**src/design/canfd_txq_pkg.sv**
```systemverilog
// shared types, constants and functions of the can fd transmit queue arbiter
package canfd_txq_pkg;

    localparam int QUEUE_DEPTH = 16;
    localparam int PTR_W       = $clog2(QUEUE_DEPTH);
    localparam int CNT_W       = $clog2(QUEUE_DEPTH + 1);

    localparam int ID_W        = 29;
    localparam int LEN_W       = 7;
    localparam int TAG_W       = 8;
    localparam int DLC_W       = 4;
    localparam int STATUS_W    = 3;
    localparam int OPCODE_W    = 2;
    localparam int CFG_IDX_W   = 2;
    localparam int CFG_DATA_W  = 1;

    localparam logic [ID_W-1:0]  ID_MASK_STD     = 29'h7FF;
    localparam logic [LEN_W-1:0] FD_MAX_LEN      = 7'd64;
    localparam logic [LEN_W-1:0] CLASSIC_MAX_LEN = 7'd8;

    typedef enum logic [OPCODE_W-1:0] {
        OP_ENQ_CLASSIC = 2'd0,
        OP_ENQ_FD      = 2'd1,
        OP_OFFER       = 2'd2,
        OP_RESERVED    = 2'd3
    } opcode_t;

    typedef enum logic [STATUS_W-1:0] {
        STS_OK             = 3'd0,
        STS_NOT_CONFIGURED = 3'd1,
        STS_NOT_SUPPORTED  = 3'd2,
        STS_BAD_ARG        = 3'd3,
        STS_FULL           = 3'd4,
        STS_NOTHING        = 3'd5
    } status_t;

    typedef enum logic [CFG_IDX_W-1:0] {
        CFG_CONFIGURED = 2'd0,
        CFG_FD_ENABLE  = 2'd1,
        CFG_BRS_ENABLE = 2'd2,
        CFG_ESI_ENABLE = 2'd3
    } cfg_idx_t;

    typedef enum logic {
        S_IDLE = 1'b0,
        S_EXEC = 1'b1
    } fsm_state_t;

    typedef struct packed {
        logic [ID_W-1:0]  id;
        logic             ext;
        logic             rtr;
        logic [LEN_W-1:0] len;
        logic [TAG_W-1:0] tag;
    } frame_desc_t;

    typedef struct packed {
        logic load;
        logic exec;
    } txq_cmd_t;

    function automatic logic [DLC_W-1:0] len_to_dlc(input logic [LEN_W-1:0] n);
        logic [DLC_W-1:0] dlc;
        if (n <= 7'd8) begin
            dlc = n[DLC_W-1:0];
        end else if (n <= 7'd12) begin
            dlc = 4'd9;
        end else if (n <= 7'd16) begin
            dlc = 4'd10;
        end else if (n <= 7'd20) begin
            dlc = 4'd11;
        end else if (n <= 7'd24) begin
            dlc = 4'd12;
        end else if (n <= 7'd32) begin
            dlc = 4'd13;
        end else if (n <= 7'd48) begin
            dlc = 4'd14;
        end else begin
            dlc = 4'd15;
        end
        return dlc;
    endfunction

endpackage

```
**src/design/canfd_txq_ctrl.sv**
```systemverilog
// controller state machine of the can fd transmit queue arbiter
module canfd_txq_ctrl (
    input  logic                    clk,
    input  logic                    rst_n,
    input  logic                    start,
    output logic                    busy,
    output logic                    done,
    output canfd_txq_pkg::txq_cmd_t cmd
);
    import canfd_txq_pkg::*;

    fsm_state_t state_reg;
    fsm_state_t state_next;
    logic       done_reg;
    logic       done_next;

    always_ff @(posedge clk or negedge rst_n)
    begin
        if (!rst_n)
        begin
            state_reg <= S_IDLE;
            done_reg  <= 1'b0;
        end
        else
        begin
            state_reg <= state_next;
            done_reg  <= done_next;
        end
    end

    always_comb
    begin
        state_next = state_reg;
        done_next  = 1'b0;
        cmd.load   = 1'b0;
        cmd.exec   = 1'b0;
        case (state_reg)
            S_IDLE:
            begin
                if (start)
                begin
                    cmd.load   = 1'b1;
                    state_next = S_EXEC;
                end
            end
            S_EXEC:
            begin
                cmd.exec   = 1'b1;
                done_next  = 1'b1;
                state_next = S_IDLE;
            end
            default:
            begin
                state_next = S_IDLE;
            end
        endcase
    end

    assign busy = (state_reg == S_EXEC);
    assign done = done_reg;

endmodule

```
**src/design/canfd_txq_datapath.sv**
```systemverilog
// queues, retry slots, arbitration and result registers of the transmit queue arbiter
module canfd_txq_datapath (
    input  logic                                   clk,
    input  logic                                   rst_n,
    input  canfd_txq_pkg::txq_cmd_t                cmd,
    input  logic                                   cfg_we,
    input  logic [canfd_txq_pkg::CFG_IDX_W-1:0]    cfg_index,
    input  logic [canfd_txq_pkg::CFG_DATA_W-1:0]   cfg_wdata,
    input  logic [canfd_txq_pkg::OPCODE_W-1:0]     opcode,
    input  logic [canfd_txq_pkg::ID_W-1:0]         frame_id,
    input  logic                                   extended_id,
    input  logic                                   remote_request,
    input  logic [canfd_txq_pkg::LEN_W-1:0]        payload_length,
    input  logic [canfd_txq_pkg::TAG_W-1:0]        buffer_tag,
    input  logic                                   hw_accepts,
    output logic [canfd_txq_pkg::STATUS_W-1:0]     status,
    output logic                                   frame_valid,
    output logic [canfd_txq_pkg::ID_W-1:0]         tx_id,
    output logic                                   tx_extended,
    output logic                                   tx_remote,
    output logic [canfd_txq_pkg::DLC_W-1:0]        tx_dlc,
    output logic                                   tx_fd_format,
    output logic                                   tx_bit_rate_switch,
    output logic                                   tx_error_state,
    output logic [canfd_txq_pkg::TAG_W-1:0]        tx_tag,
    output logic                                   held_for_retry
);
    import canfd_txq_pkg::*;

    typedef struct packed {
        status_t          status;
        logic             frame_valid;
        logic [ID_W-1:0]  id;
        logic             ext;
        logic             remote;
        logic [DLC_W-1:0] dlc;
        logic             fd_format;
        logic             brs;
        logic             esi;
        logic [TAG_W-1:0] tag;
        logic             held;
    } tx_result_t;

    // side 0 is classic, side 1 is fd
    frame_desc_t mem_classic [QUEUE_DEPTH];
    frame_desc_t mem_fd      [QUEUE_DEPTH];

    logic        configured_reg;
    logic        fd_enable_reg;
    logic        brs_enable_reg;
    logic        esi_enable_reg;

    opcode_t     op_reg;
    frame_desc_t fin_reg;
    logic        accept_reg;
    frame_desc_t head_reg [2];

    logic [CNT_W-1:0] count_reg [2];
    logic [CNT_W-1:0] count_next [2];
    logic [PTR_W-1:0] rd_reg [2];
    logic [PTR_W-1:0] rd_next [2];
    logic             retry_valid_reg [2];
    logic             retry_valid_next [2];
    frame_desc_t      retry_desc_reg [2];
    frame_desc_t      retry_desc_next [2];
    logic             prefer_fd_reg;
    logic             prefer_fd_next;

    tx_result_t  result_reg;
    tx_result_t  result_next;

    logic        push_classic;
    logic        push_fd;
    logic [PTR_W-1:0] wr_addr;

    // configuration registers
    always_ff @(posedge clk or negedge rst_n)
    begin
        if (!rst_n)
        begin
            configured_reg <= 1'b0;
            fd_enable_reg  <= 1'b0;
            brs_enable_reg <= 1'b0;
            esi_enable_reg <= 1'b0;
        end
        else if (cfg_we)
        begin
            case (cfg_index)
                CFG_CONFIGURED: configured_reg <= cfg_wdata[0];
                CFG_FD_ENABLE:  fd_enable_reg  <= cfg_wdata[0];
                CFG_BRS_ENABLE: brs_enable_reg <= cfg_wdata[0];
                CFG_ESI_ENABLE: esi_enable_reg <= cfg_wdata[0];
                default:        configured_reg <= configured_reg;
            endcase
        end
    end

    // input capture at transfer
    always_ff @(posedge clk)
    begin
        if (cmd.load)
        begin
            op_reg         <= opcode_t'(opcode);
            fin_reg.id     <= frame_id;
            fin_reg.ext    <= extended_id;
            fin_reg.rtr    <= remote_request;
            fin_reg.len    <= payload_length;
            fin_reg.tag    <= buffer_tag;
            accept_reg     <= hw_accepts;
        end
    end

    // queue memories with registered head read
    always_ff @(posedge clk)
    begin
        if (push_classic)
        begin
            mem_classic[wr_addr] <= fin_reg;
        end
        if (cmd.load)
        begin
            head_reg[0] <= mem_classic[rd_reg[0]];
        end
    end

    always_ff @(posedge clk)
    begin
        if (push_fd)
        begin
            mem_fd[wr_addr] <= fin_reg;
        end
        if (cmd.load)
        begin
            head_reg[1] <= mem_fd[rd_reg[1]];
        end
    end

    // queue and arbitration state
    always_ff @(posedge clk or negedge rst_n)
    begin
        if (!rst_n)
        begin
            for (int s = 0; s < 2; s++)
            begin
                count_reg[s]       <= '0;
                rd_reg[s]          <= '0;
                retry_valid_reg[s] <= 1'b0;
                retry_desc_reg[s]  <= '0;
            end
            prefer_fd_reg <= 1'b0;
        end
        else
        begin
            for (int s = 0; s < 2; s++)
            begin
                count_reg[s]       <= count_next[s];
                rd_reg[s]          <= rd_next[s];
                retry_valid_reg[s] <= retry_valid_next[s];
                retry_desc_reg[s]  <= retry_desc_next[s];
            end
            prefer_fd_reg <= prefer_fd_next;
        end
    end

    always_ff @(posedge clk)
    begin
        if (cmd.exec)
        begin
            result_reg <= result_next;
        end
    end

    always_comb
    begin
        logic             is_fd;
        logic [0:0]       tgt;
        logic [PTR_W:0]   wr_sum;
        logic             avail [2];
        logic             hit;
        logic [0:0]       side;
        logic             from_retry;
        frame_desc_t      f;
        logic [LEN_W-1:0] dlc_len;

        for (int s = 0; s < 2; s++)
        begin
            count_next[s]       = count_reg[s];
            rd_next[s]          = rd_reg[s];
            retry_valid_next[s] = retry_valid_reg[s];
            retry_desc_next[s]  = retry_desc_reg[s];
        end
        prefer_fd_next = prefer_fd_reg;
        result_next    = '0;
        result_next.status = STS_OK;
        push_classic   = 1'b0;
        push_fd        = 1'b0;

        is_fd = (op_reg == OP_ENQ_FD);
        tgt   = is_fd;
        wr_sum = (PTR_W + 1)'(rd_reg[tgt]) + (PTR_W + 1)'(count_reg[tgt]);
        if (wr_sum >= (PTR_W + 1)'(QUEUE_DEPTH))
        begin
            wr_sum = wr_sum - (PTR_W + 1)'(QUEUE_DEPTH);
        end
        wr_addr = wr_sum[PTR_W-1:0];

        avail[0] = retry_valid_reg[0] || (count_reg[0] != '0);
        avail[1] = fd_enable_reg && (retry_valid_reg[1] || (count_reg[1] != '0));
        hit  = 1'b1;
        side = prefer_fd_reg;
        if (!avail[prefer_fd_reg])
        begin
            side = !prefer_fd_reg;
            hit  = avail[!prefer_fd_reg];
        end
        from_retry = retry_valid_reg[side];
        f = from_retry ? retry_desc_reg[side] : head_reg[side];
        dlc_len = (side == 1'b1 && f.len > FD_MAX_LEN) ? FD_MAX_LEN : f.len;

        if (cmd.exec)
        begin
            case (op_reg)
                OP_ENQ_CLASSIC, OP_ENQ_FD:
                begin
                    if (!configured_reg)
                    begin
                        result_next.status = STS_NOT_CONFIGURED;
                    end
                    else if (is_fd && !fd_enable_reg)
                    begin
                        result_next.status = STS_NOT_SUPPORTED;
                    end
                    else if (!fin_reg.ext && (fin_reg.id > ID_MASK_STD))
                    begin
                        result_next.status = STS_BAD_ARG;
                    end
                    else if (fin_reg.len > (is_fd ? FD_MAX_LEN : CLASSIC_MAX_LEN))
                    begin
                        result_next.status = STS_BAD_ARG;
                    end
                    else if (count_reg[tgt] == CNT_W'(QUEUE_DEPTH))
                    begin
                        result_next.status = STS_FULL;
                    end
                    else
                    begin
                        push_classic    = !is_fd;
                        push_fd         = is_fd;
                        count_next[tgt] = count_reg[tgt] + 1'b1;
                    end
                end
                OP_OFFER:
                begin
                    if (!configured_reg)
                    begin
                        result_next.status = STS_NOT_CONFIGURED;
                    end
                    else if (!hit)
                    begin
                        result_next.status = STS_NOTHING;
                    end
                    else
                    begin
                        if (!from_retry)
                        begin
                            count_next[side] = count_reg[side] - 1'b1;
                            rd_next[side] = (rd_reg[side] == PTR_W'(QUEUE_DEPTH - 1))
                                            ? '0 : rd_reg[side] + 1'b1;
                        end
                        if (accept_reg)
                        begin
                            retry_valid_next[side] = 1'b0;
                            retry_desc_next[side]  = '0;
                            prefer_fd_next         = !side;
                        end
                        else
                        begin
                            retry_valid_next[side] = 1'b1;
                            retry_desc_next[side]  = f;
                        end
                        result_next.frame_valid = 1'b1;
                        result_next.id          = f.ext ? f.id : (f.id & ID_MASK_STD);
                        result_next.ext         = f.ext;
                        result_next.remote      = side ? 1'b0 : f.rtr;
                        result_next.dlc         = len_to_dlc(dlc_len);
                        result_next.fd_format   = side;
                        result_next.brs         = side & brs_enable_reg;
                        result_next.esi         = side & esi_enable_reg;
                        result_next.tag         = f.tag;
                        result_next.held        = !accept_reg;
                    end
                end
                default:
                begin
                    result_next.status = STS_BAD_ARG;
                end
            endcase
        end
    end

    assign status             = result_reg.status;
    assign frame_valid        = result_reg.frame_valid;
    assign tx_id              = result_reg.id;
    assign tx_extended        = result_reg.ext;
    assign tx_remote          = result_reg.remote;
    assign tx_dlc             = result_reg.dlc;
    assign tx_fd_format       = result_reg.fd_format;
    assign tx_bit_rate_switch = result_reg.brs;
    assign tx_error_state     = result_reg.esi;
    assign tx_tag             = result_reg.tag;
    assign held_for_retry     = result_reg.held;

endmodule

```
**src/design/canfd_tx_queue_arbiter_core.sv**
```systemverilog
// top level of the can fd transmit queue arbiter
// result and done are registered together at the end of the execute state that follows the start transfer
// a new transfer is taken only in idle, after the execute state that uses the registered queue head read
// busy is high for the one execute cycle; results cannot be stalled
// reset: asynchronous active low, clears configuration, counts, pointers and retry slots
// queue contents are not cleared; only written entries are ever read
module canfd_tx_queue_arbiter_core (
    input  logic                                   clk,
    input  logic                                   rst_n,
    input  logic                                   start,
    output logic                                   busy,
    input  logic                                   cfg_we,
    input  logic [canfd_txq_pkg::CFG_IDX_W-1:0]    cfg_index,
    input  logic [canfd_txq_pkg::CFG_DATA_W-1:0]   cfg_wdata,
    input  logic [canfd_txq_pkg::OPCODE_W-1:0]     opcode,
    input  logic [canfd_txq_pkg::ID_W-1:0]         frame_id,
    input  logic                                   extended_id,
    input  logic                                   remote_request,
    input  logic [canfd_txq_pkg::LEN_W-1:0]        payload_length,
    input  logic [canfd_txq_pkg::TAG_W-1:0]        buffer_tag,
    input  logic                                   hw_accepts,
    output logic                                   done,
    output logic [canfd_txq_pkg::STATUS_W-1:0]     status,
    output logic                                   frame_valid,
    output logic [canfd_txq_pkg::ID_W-1:0]         tx_id,
    output logic                                   tx_extended,
    output logic                                   tx_remote,
    output logic [canfd_txq_pkg::DLC_W-1:0]        tx_dlc,
    output logic                                   tx_fd_format,
    output logic                                   tx_bit_rate_switch,
    output logic                                   tx_error_state,
    output logic [canfd_txq_pkg::TAG_W-1:0]        tx_tag,
    output logic                                   held_for_retry
);
    import canfd_txq_pkg::*;

    txq_cmd_t cmd;

    canfd_txq_ctrl u_ctrl (
        .clk   (clk),
        .rst_n (rst_n),
        .start (start),
        .busy  (busy),
        .done  (done),
        .cmd   (cmd)
    );

    canfd_txq_datapath u_datapath (
        .clk                (clk),
        .rst_n              (rst_n),
        .cmd                (cmd),
        .cfg_we             (cfg_we),
        .cfg_index          (cfg_index),
        .cfg_wdata          (cfg_wdata),
        .opcode             (opcode),
        .frame_id           (frame_id),
        .extended_id        (extended_id),
        .remote_request     (remote_request),
        .payload_length     (payload_length),
        .buffer_tag         (buffer_tag),
        .hw_accepts         (hw_accepts),
        .status             (status),
        .frame_valid        (frame_valid),
        .tx_id              (tx_id),
        .tx_extended        (tx_extended),
        .tx_remote          (tx_remote),
        .tx_dlc             (tx_dlc),
        .tx_fd_format       (tx_fd_format),
        .tx_bit_rate_switch (tx_bit_rate_switch),
        .tx_error_state     (tx_error_state),
        .tx_tag             (tx_tag),
        .held_for_retry     (held_for_retry)
    );

endmodule

```
**config.mk**
```make
export PLATFORM = sky130hd
export DESIGN_NAME = canfd_tx_queue_arbiter_core
export DESIGN_NICKNAME = d
export VERILOG_FILES = /design/src/design/canfd_txq_pkg.sv /design/src/design/canfd_txq_ctrl.sv /design/src/design/canfd_txq_datapath.sv /design/src/design/canfd_tx_queue_arbiter_core.sv
export SDC_FILE = /design/constraint.sdc
export NUM_CORES = 2
export LEC_CHECK = 0
export ABC_AREA = 1
export BUFFER_PORTS_ARGS = -buffer_cell sky130_fd_sc_hd__buf_2
export CORE_AREA = 2 2 347 521
export CTS_BUF_LIST = sky130_fd_sc_hd__clkbuf_2 sky130_fd_sc_hd__clkbuf_4 sky130_fd_sc_hd__clkbuf_8
export CTS_CLUSTER_SIZE = 10
export DETAILED_ROUTE_END_ITERATION = 10
export DIE_AREA = 0 0 349 523
export PLACE_DENSITY = 0.63
export REMOVE_ABC_BUFFERS = 1
export SYNTH_ARGS = -nofsm -noshare
export SYNTH_HDL_FRONTEND = slang
export SYNTH_SLANG_ARGS = --single-unit
export TNS_END_PERCENT = 10
```
**constraint.sdc**
```tcl
create_clock -name clk -period 10.65 [get_ports clk]
set_input_delay 0.5325 -clock clk [delete_from_list [all_inputs] [get_ports clk]]
set_output_delay 0.5325 -clock clk [all_outputs]
set_load 0.02 [all_outputs]
```
# Word-level counts from Yosys, hierarchy flattened
# Memory sizes are Yosys's and may differ from the RTL's.
# Index checks and enable logic that the tools add are counted.
word_totals:
  reg_bits: 219
  mem_count: 3
  inputBits: 56
  output_inout_bits: 53
  ram_bits: 1564
memory_table:
  columns: ["name", "words", "width", "rd", "rd_ports_with_merged_regs", "write_ports", "line", "rtl"]
  rows:
  - ["u_datapath.mem_classic", 16, 46, 1, 0, 1, "canfd_txq_datapath.sv:45", "frame_desc_t mem_classic [QUEUE_DEPTH];"]
  - ["u_datapath.mem_fd", 16, 46, 1, 0, 1, "canfd_txq_datapath.sv:46", "frame_desc_t mem_fd [QUEUE_DEPTH];"]
  - ["u_datapath.head_reg", 2, 46, 1, 0, 2, "canfd_txq_datapath.sv:56", "frame_desc_t head_reg [2];"]
classes:
  mux: 98
  n_eq_ne: 15
  n_addsub: 5
  bitwise: 16
  n_lt_le_gt_ge: 17
  reduce_logical: 32
ops:
  columns: ["op", "count"]
  rows:
  - ["$mux 46", 5]
  - ["$and 92x92->92", 1]
  - ["$bwmux 92", 1]
  - ["$mux 92", 1]
  - ["$not 92->92", 1]
  - ["$mux 10", 8]
  - ["$mux 4", 14]
  - ["$mux 48", 1]
  - ["$demux 46 s1", 1]
  - ["$mux 5", 8]
  - ["$mux 1", 37]
  - ["$gt 29x11->1 const B", 1]
  - ["$mux 29", 1]
  - ["$le 7x5->1 const B", 3]
  - ["$mux 3", 7]
  - ["$bwmux 10", 2]
  - ["$pmux 10 s2", 1]
  - ["$le 7x4->1 const B", 2]
  - ["$le 7x6->1 const B", 2]
  - ["$mux 7", 2]
  - ["$demux 5 s1", 2]
  - ["$ne 2x2->1 const B", 5]
  - ["$reduce_and 10->1", 1]
  - ["$reduce_and 2->1", 5]
  - ["38 further kinds", 71]

# Logic depth before layout (Yosys ltp)
logic_depth:
  word_depth: 24
  mapped_depth: 18
  mapped_depth_nobuf: 17

# By module
# A second synthesis with hierarchy kept.
unflattened:
  hier_cells: 5168
  hier_area_um2: 69584.2
modules_own_cells:
  columns: ["mod", "cells_per_inst", "area_per_inst_um2", "instances"]
  rows:
  - ["canfd_txq_datapath", 5162, 69509.2, 1]
  - ["canfd_txq_ctrl", 6, 75.1, 1]

# Worst setup path before layout
# OpenSTA, ideal clock, no wires.
synth_path:
  kind: "register to register"
  from: "register u_ctrl.state_reg, in the netlist u_ctrl.busy"
  to: "register u_ctrl.state_reg, in the netlist u_ctrl.busy"
  stages_incl_launch_ff: 2
  slack_ns: 2.630
  n_path_buf: 0
  arrival_ns: 7.268
  path_cell_list: "dfrtp_1 > nor2_1"
synth_between:
  elab_chain_len: 2
synth_rtl:
  columns: ["item", "line", "rtl"]
  rows:
  - ["from (decl)", "canfd_txq_ctrl.sv:12", "fsm_state_t state_reg;"]
  - ["from (signal assigned)", "canfd_txq_ctrl.sv:26", "state_reg <= state_next;"]
  - ["$not 1->1", null, null]
  - ["$pmux 1 s2 *", "canfd_txq_ctrl.sv:37", "case (state_reg)"]
  - ["via u_ctrl.state_next", "canfd_txq_ctrl.sv:13", "fsm_state_t state_next;"]
# The timed path passes the listed nets; every way through them passes the cells marked *.
# A chain may end at the register's enable or synchronous reset.

# Worst setup path in the final report
layout_path:
  from: "register u_datapath.fin_reg[31] in the netlist's numbering"
  to: "memory u_datapath.mem_fd[12][40] in the netlist's numbering, enable pin"
layout_between:
  elab_chain_len: 9
layout_rtl:
  columns: ["item", "line", "rtl"]
  rows:
  - ["from (decl)", "canfd_txq_datapath.sv:54", "frame_desc_t fin_reg;"]
  - ["$gt 29x11->1", "canfd_txq_datapath.sv:233", "else if (!fin_reg.ext && (fin_reg.id > ID_MASK_STD))"]
  - ["$logic_and 1x1->1", "canfd_txq_datapath.sv:233", null]
  - ["$mux 1", "canfd_txq_datapath.sv:233", null]
  - ["$mux 1", "canfd_txq_datapath.sv:229", "else if (is_fd && !fd_enable_reg)"]
  - ["$mux 1", "canfd_txq_datapath.sv:225", "if (!configured_reg)"]
  - ["$mux 1", "canfd_txq_datapath.sv:222", "case (op_reg)"]
  - ["$mux 1", "canfd_txq_datapath.sv:220", "if (cmd.exec)"]
  - ["$mux 1", "canfd_txq_datapath.sv:128", "if (push_fd)"]
  - ["$mux 1 (not written as such)", "canfd_txq_datapath.sv:130", "mem_fd[wr_addr] <= fin_reg;"]
  - ["to (decl)", "canfd_txq_datapath.sv:46", null]
# No other way between the ends.

==> impl_metrics.py <==
metrics = {
    "run_status": {
        "outcome": "finished clean",
    },
    "clocking": {
        "clockRootBuffer": "clkbuf_8",
        "cts_resized": 0,
        "cts_htree_levels": 5,
        "numCtsBuffers": 267,
        "cts.sinks": 1783,
        "clk_latency_ps": 870,
        "cts_tree": "yes",
        "clkTransAtPathRegs_ps": 70,
        "clockBufferDepth": 4,
    },
    "logic_synthesis": {
        "postSynthCellCount": 5033,
        "synthAdderAreaFrac": 0.001874,
        "synth-xor-area-share": 0.001485,
        "syn_avg_cell_area_um2": 14.06,
        "syn-cell-area_um2": 70780,
        "ys.flop_type": "edfxtp_1",
        "ys_seq_elements": 1783,
        "yosysWarnings": 0,
        "muxShareOfSynthArea": 0.04357,
        "synth_top_family_by_area": "compound AO/OA/AOI/OAI gates",
        "synth-compound-area-share": 0.1125,
        "synthArstFlopShare": 0.06674,
        "synth_simple_gate_area_frac": 0.05683,
        "synth_cell_types": 48,
        "synth_edf_count": 1664,
        "ys_seq_area_frac": 0.7480,
    },
    "hold_path": {
        "hold_class": "input port to async pin",
    },
    "job": {
        "max_cap_violations": 0,
    },
    "placed_design": {
        "dp_hpwl_um": 103500,
        "pre_cts_ws_ps": 5256,
        "gp_congestion": 0.8243,
        "numPortBuffers": 108,
    },
    "timing": {
        "min_period_ps": 5509,
        "hold_ws_ps": 229.7,
        "hold_viol_final": 0,
        "final.setup_skew_ps": 58.18,
        "tns_ps": 0,
        "setup_viol": 0,
        "fin_crit_sh": 0.5173,
        "drv_slew": 0,
        "setup_slack_ps": 5141,
        "clock.fmax_mhz": 181.5,
        "relSlewSlack": 0.1860,
        "rsz0062_at_grt": "false",
        "tightest_slew_ps": 1221,
    },
    "detailed_routing": {
        "drcViolationCount": 0,
        "dr_total_vias": 42990,
        "avgRoutedWirePerCell_um": 24.58,
        "postRouteAntennaNets": 0,
        "wl_um": 190000,
        "avgViaCountPerCell": 5.561,
        "first_pass_iters": 5,
        "drt_iter0_drc": 4431,
    },
    "global_routing": {
        "grt_start_max_net_pins": 204,
        "grt_pass1_vias": 42300,
        "antenna_found_initial": 8,
        "grt_pass1_wl_um": 277000,
        "track_usage": 0.2035,
        "grt-ovfl-total": 0,
    },
    "worst_setup_path": {
        "end_kind": "register",
        "crit_required_ps": 11110,
        "cp_max_fo": 33,
        "critical_path_class": "register to register",
        "reg2reg_depth": 8,
        "worstPathArrival_ps": 5970,
        "reg2reg_setup_slack_ps": 5140,
        "startpoint_type": "register",
    },
    "floorplan": {
        "coreArea_um2": 178100,
        "rows": 190,
        "start_util": 0.3975,
        "fp.dieW_um": 349,
        "die_area_um2": 182500,
        "fp.dieH_um": 523,
        "ios": 109,
    },
    "power_and_ir_drop": {
        "peakVddDrop_uv": 326.3,
        "p_per_area_nw_per_um2": 243.0,
        "fin_total_pwr_w": 0.01936,
        "p_leak_nw": 26.48,
    },
    "finish": {
        "nets": 5303,
        "drive_above_1_share": 0.1331,
        "top_regs": "u_datapath.mem_classic: 736 flops, u_datapath.mem_fd: 736 flops",
        "syn_to_final_growth_pct": 12.57,
    },
}
kinds of logic after synthesis:
| group | Yosys count |
|---|---|
| flip-flops | 1783 |
| adder cells (fa/ha/maj) | 10 |
| buffers and inverters | 637 |
| AND/OR/NAND/NOR | 966 |
| AO/OA/AOI/OAI | 1317 |
| multiplexers | 308 |
| XOR/XNOR | 12 |
final timing paths:
path / from / endpoint
setup / recovery: u_datapath.fin_reg[31]$_DFFE_PP_ / u_datapath.mem_fd[12][40]$_DFFE_PP_
hold / removal: rst_n / u_datapath.retry_desc_reg[84]$_DFFE_PN0P_
setup reg to reg: u_datapath.fin_reg[31]$_DFFE_PP_ / u_datapath.mem_fd[12][40]$_DFFE_PP_
hold reg to reg: u_datapath.brs_enable_reg$_DFFE_PN0P_ / u_datapath.brs_enable_reg$_DFFE_PN0P_
max in group asynchronous: rst_n / u_ctrl.busy$_DFF_PN0_
min in group clk: frame_id[10] / u_datapath.fin_reg[27]$_DFFE_PP_
routing by layer:
metal	up-vias	GRT usage	wire (um)
met5	-	0	42
met4	6	0.07497	6195
met3	357	0.03381	12670
met2	1648	0.3495	95480
met1	21710	0.2590	75640
li1	19270	-	-
metrics by stage:
stage,cell area [um^2],cells,utilization
detailed placement,73960,7213,0.4154
global placement,73960,7213,0.4154
finish,79680,7730,0.4475
floorplan,69380,4697,-
CTS,79670,7728,0.4475
global route,79680,7730,0.4475
area by class of cell:
| cell class | instances | area, um^2 |
|---|---|---|
| fill | 15520 | 98380 |
| sequential | 1783 | 52980 |
| multi-input combinational | 2613 | 15560 |
| clock buffer | 378 | 4602 |
| tap | 2304 | 2883 |
| timing repair buffer | 271 | 1981 |
| inverter | 301 | 1147 |
| clock inverter | 78 | 521.8 |
| antenna | 2 | 5.005 |
cell usage after synthesis (2+ instances only):
| cell type | count | area share |
|---|---|---|
| xor2_1 | 6 | 0.00074 |
| inv_2 | 10 | 0.00053 |
| ha_1 | 9 | 0.0016 |
| nor2_2 | 15 | 0.0013 |
| nor2_4 | 4 | 0.00064 |
| buf_4 | 8 | 0.00085 |
| o22ai_1 | 62 | 0.0055 |
| nand2_2 | 7 | 0.00062 |
| nor3_1 | 13 | 0.00092 |
| o221ai_1 | 123 | 0.015 |
| a21oi_1 | 192 | 0.014 |
| clkbuf_1 | 248 | 0.013 |
| edfxtp_1 | 1664 | 0.71 |
| nand2_1 | 354 | 0.019 |
| o21ai_2 | 2 | 0.00025 |
| nor2_1 | 403 | 0.021 |
| o21ai_0 | 568 | 0.040 |
| a21boi_0 | 2 | 0.00021 |
| buf_2 | 57 | 0.0040 |
| nand2_4 | 3 | 0.00048 |
| inv_1 | 291 | 0.015 |
| buf_6 | 5 | 0.00080 |
| nand4_1 | 3 | 0.00027 |
| nor4_1 | 3 | 0.00027 |
| o32ai_1 | 51 | 0.0063 |
| a22o_1 | 4 | 0.00049 |
| mux2i_1 | 307 | 0.043 |
| o21ai_1 | 73 | 0.0052 |
| nand3b_1 | 4 | 0.00042 |
| nand3_1 | 150 | 0.011 |
| buf_1 | 18 | 0.00095 |
| o211ai_1 | 234 | 0.025 |
| nand3_2 | 2 | 0.00028 |
| xnor2_1 | 6 | 0.00074 |
| dfrtp_1 | 119 | 0.042 |
critical path, stage by stage (launching register included):
cell and delay, ps:
edfxtp_1 760, nor4_1 1040, a31o_2 320, and2_1 150, inv_1 60, nor2_1 190
nand3_2 740, nor2_4 1020, buf_4 660
repair_timing:
action	CTS	global route
buffers inserted	0	0
hold buffers	59	0
endpoints found under the setup margin	0	0
hold endpoints to repair	104	0
where the power goes:
| group | switching, W | internal (W) | total [W] |
|---|---|---|---|
| clock network | 0.00259 | 0.00291 | 0.00550 |
| logic | 0.00390 | 0.00164 | 0.00554 |
| registers | 0.000277 | 0.00805 | 0.00832 |
| total | 0.00677 | 0.0126 | 0.0194 |
placed cells by master, fill, tap and decap left out, types with 10 or more instances in the layout:
cell and count:
inv_2 10, clkinvlp_4 14, dfrtp_1 110, clkbuf_4 96
o21ai_0 568, o21ai_1 73, nor2_1 376, mux2i_1 307
clkbuf_8 282, clkinv_2 20, o22ai_1 62, o32ai_1 51
nand2_1 353, o211ai_1 234, nor3_1 13, clkinv_1 37
nor2_4 38, o221ai_1 123, buf_2 107, buf_4 99
dlygate4sd3_1 59, edfxtp_1 1664, a21oi_1 192, inv_1 286
nand3_1 149
Power figures use the tool's default switching activity.
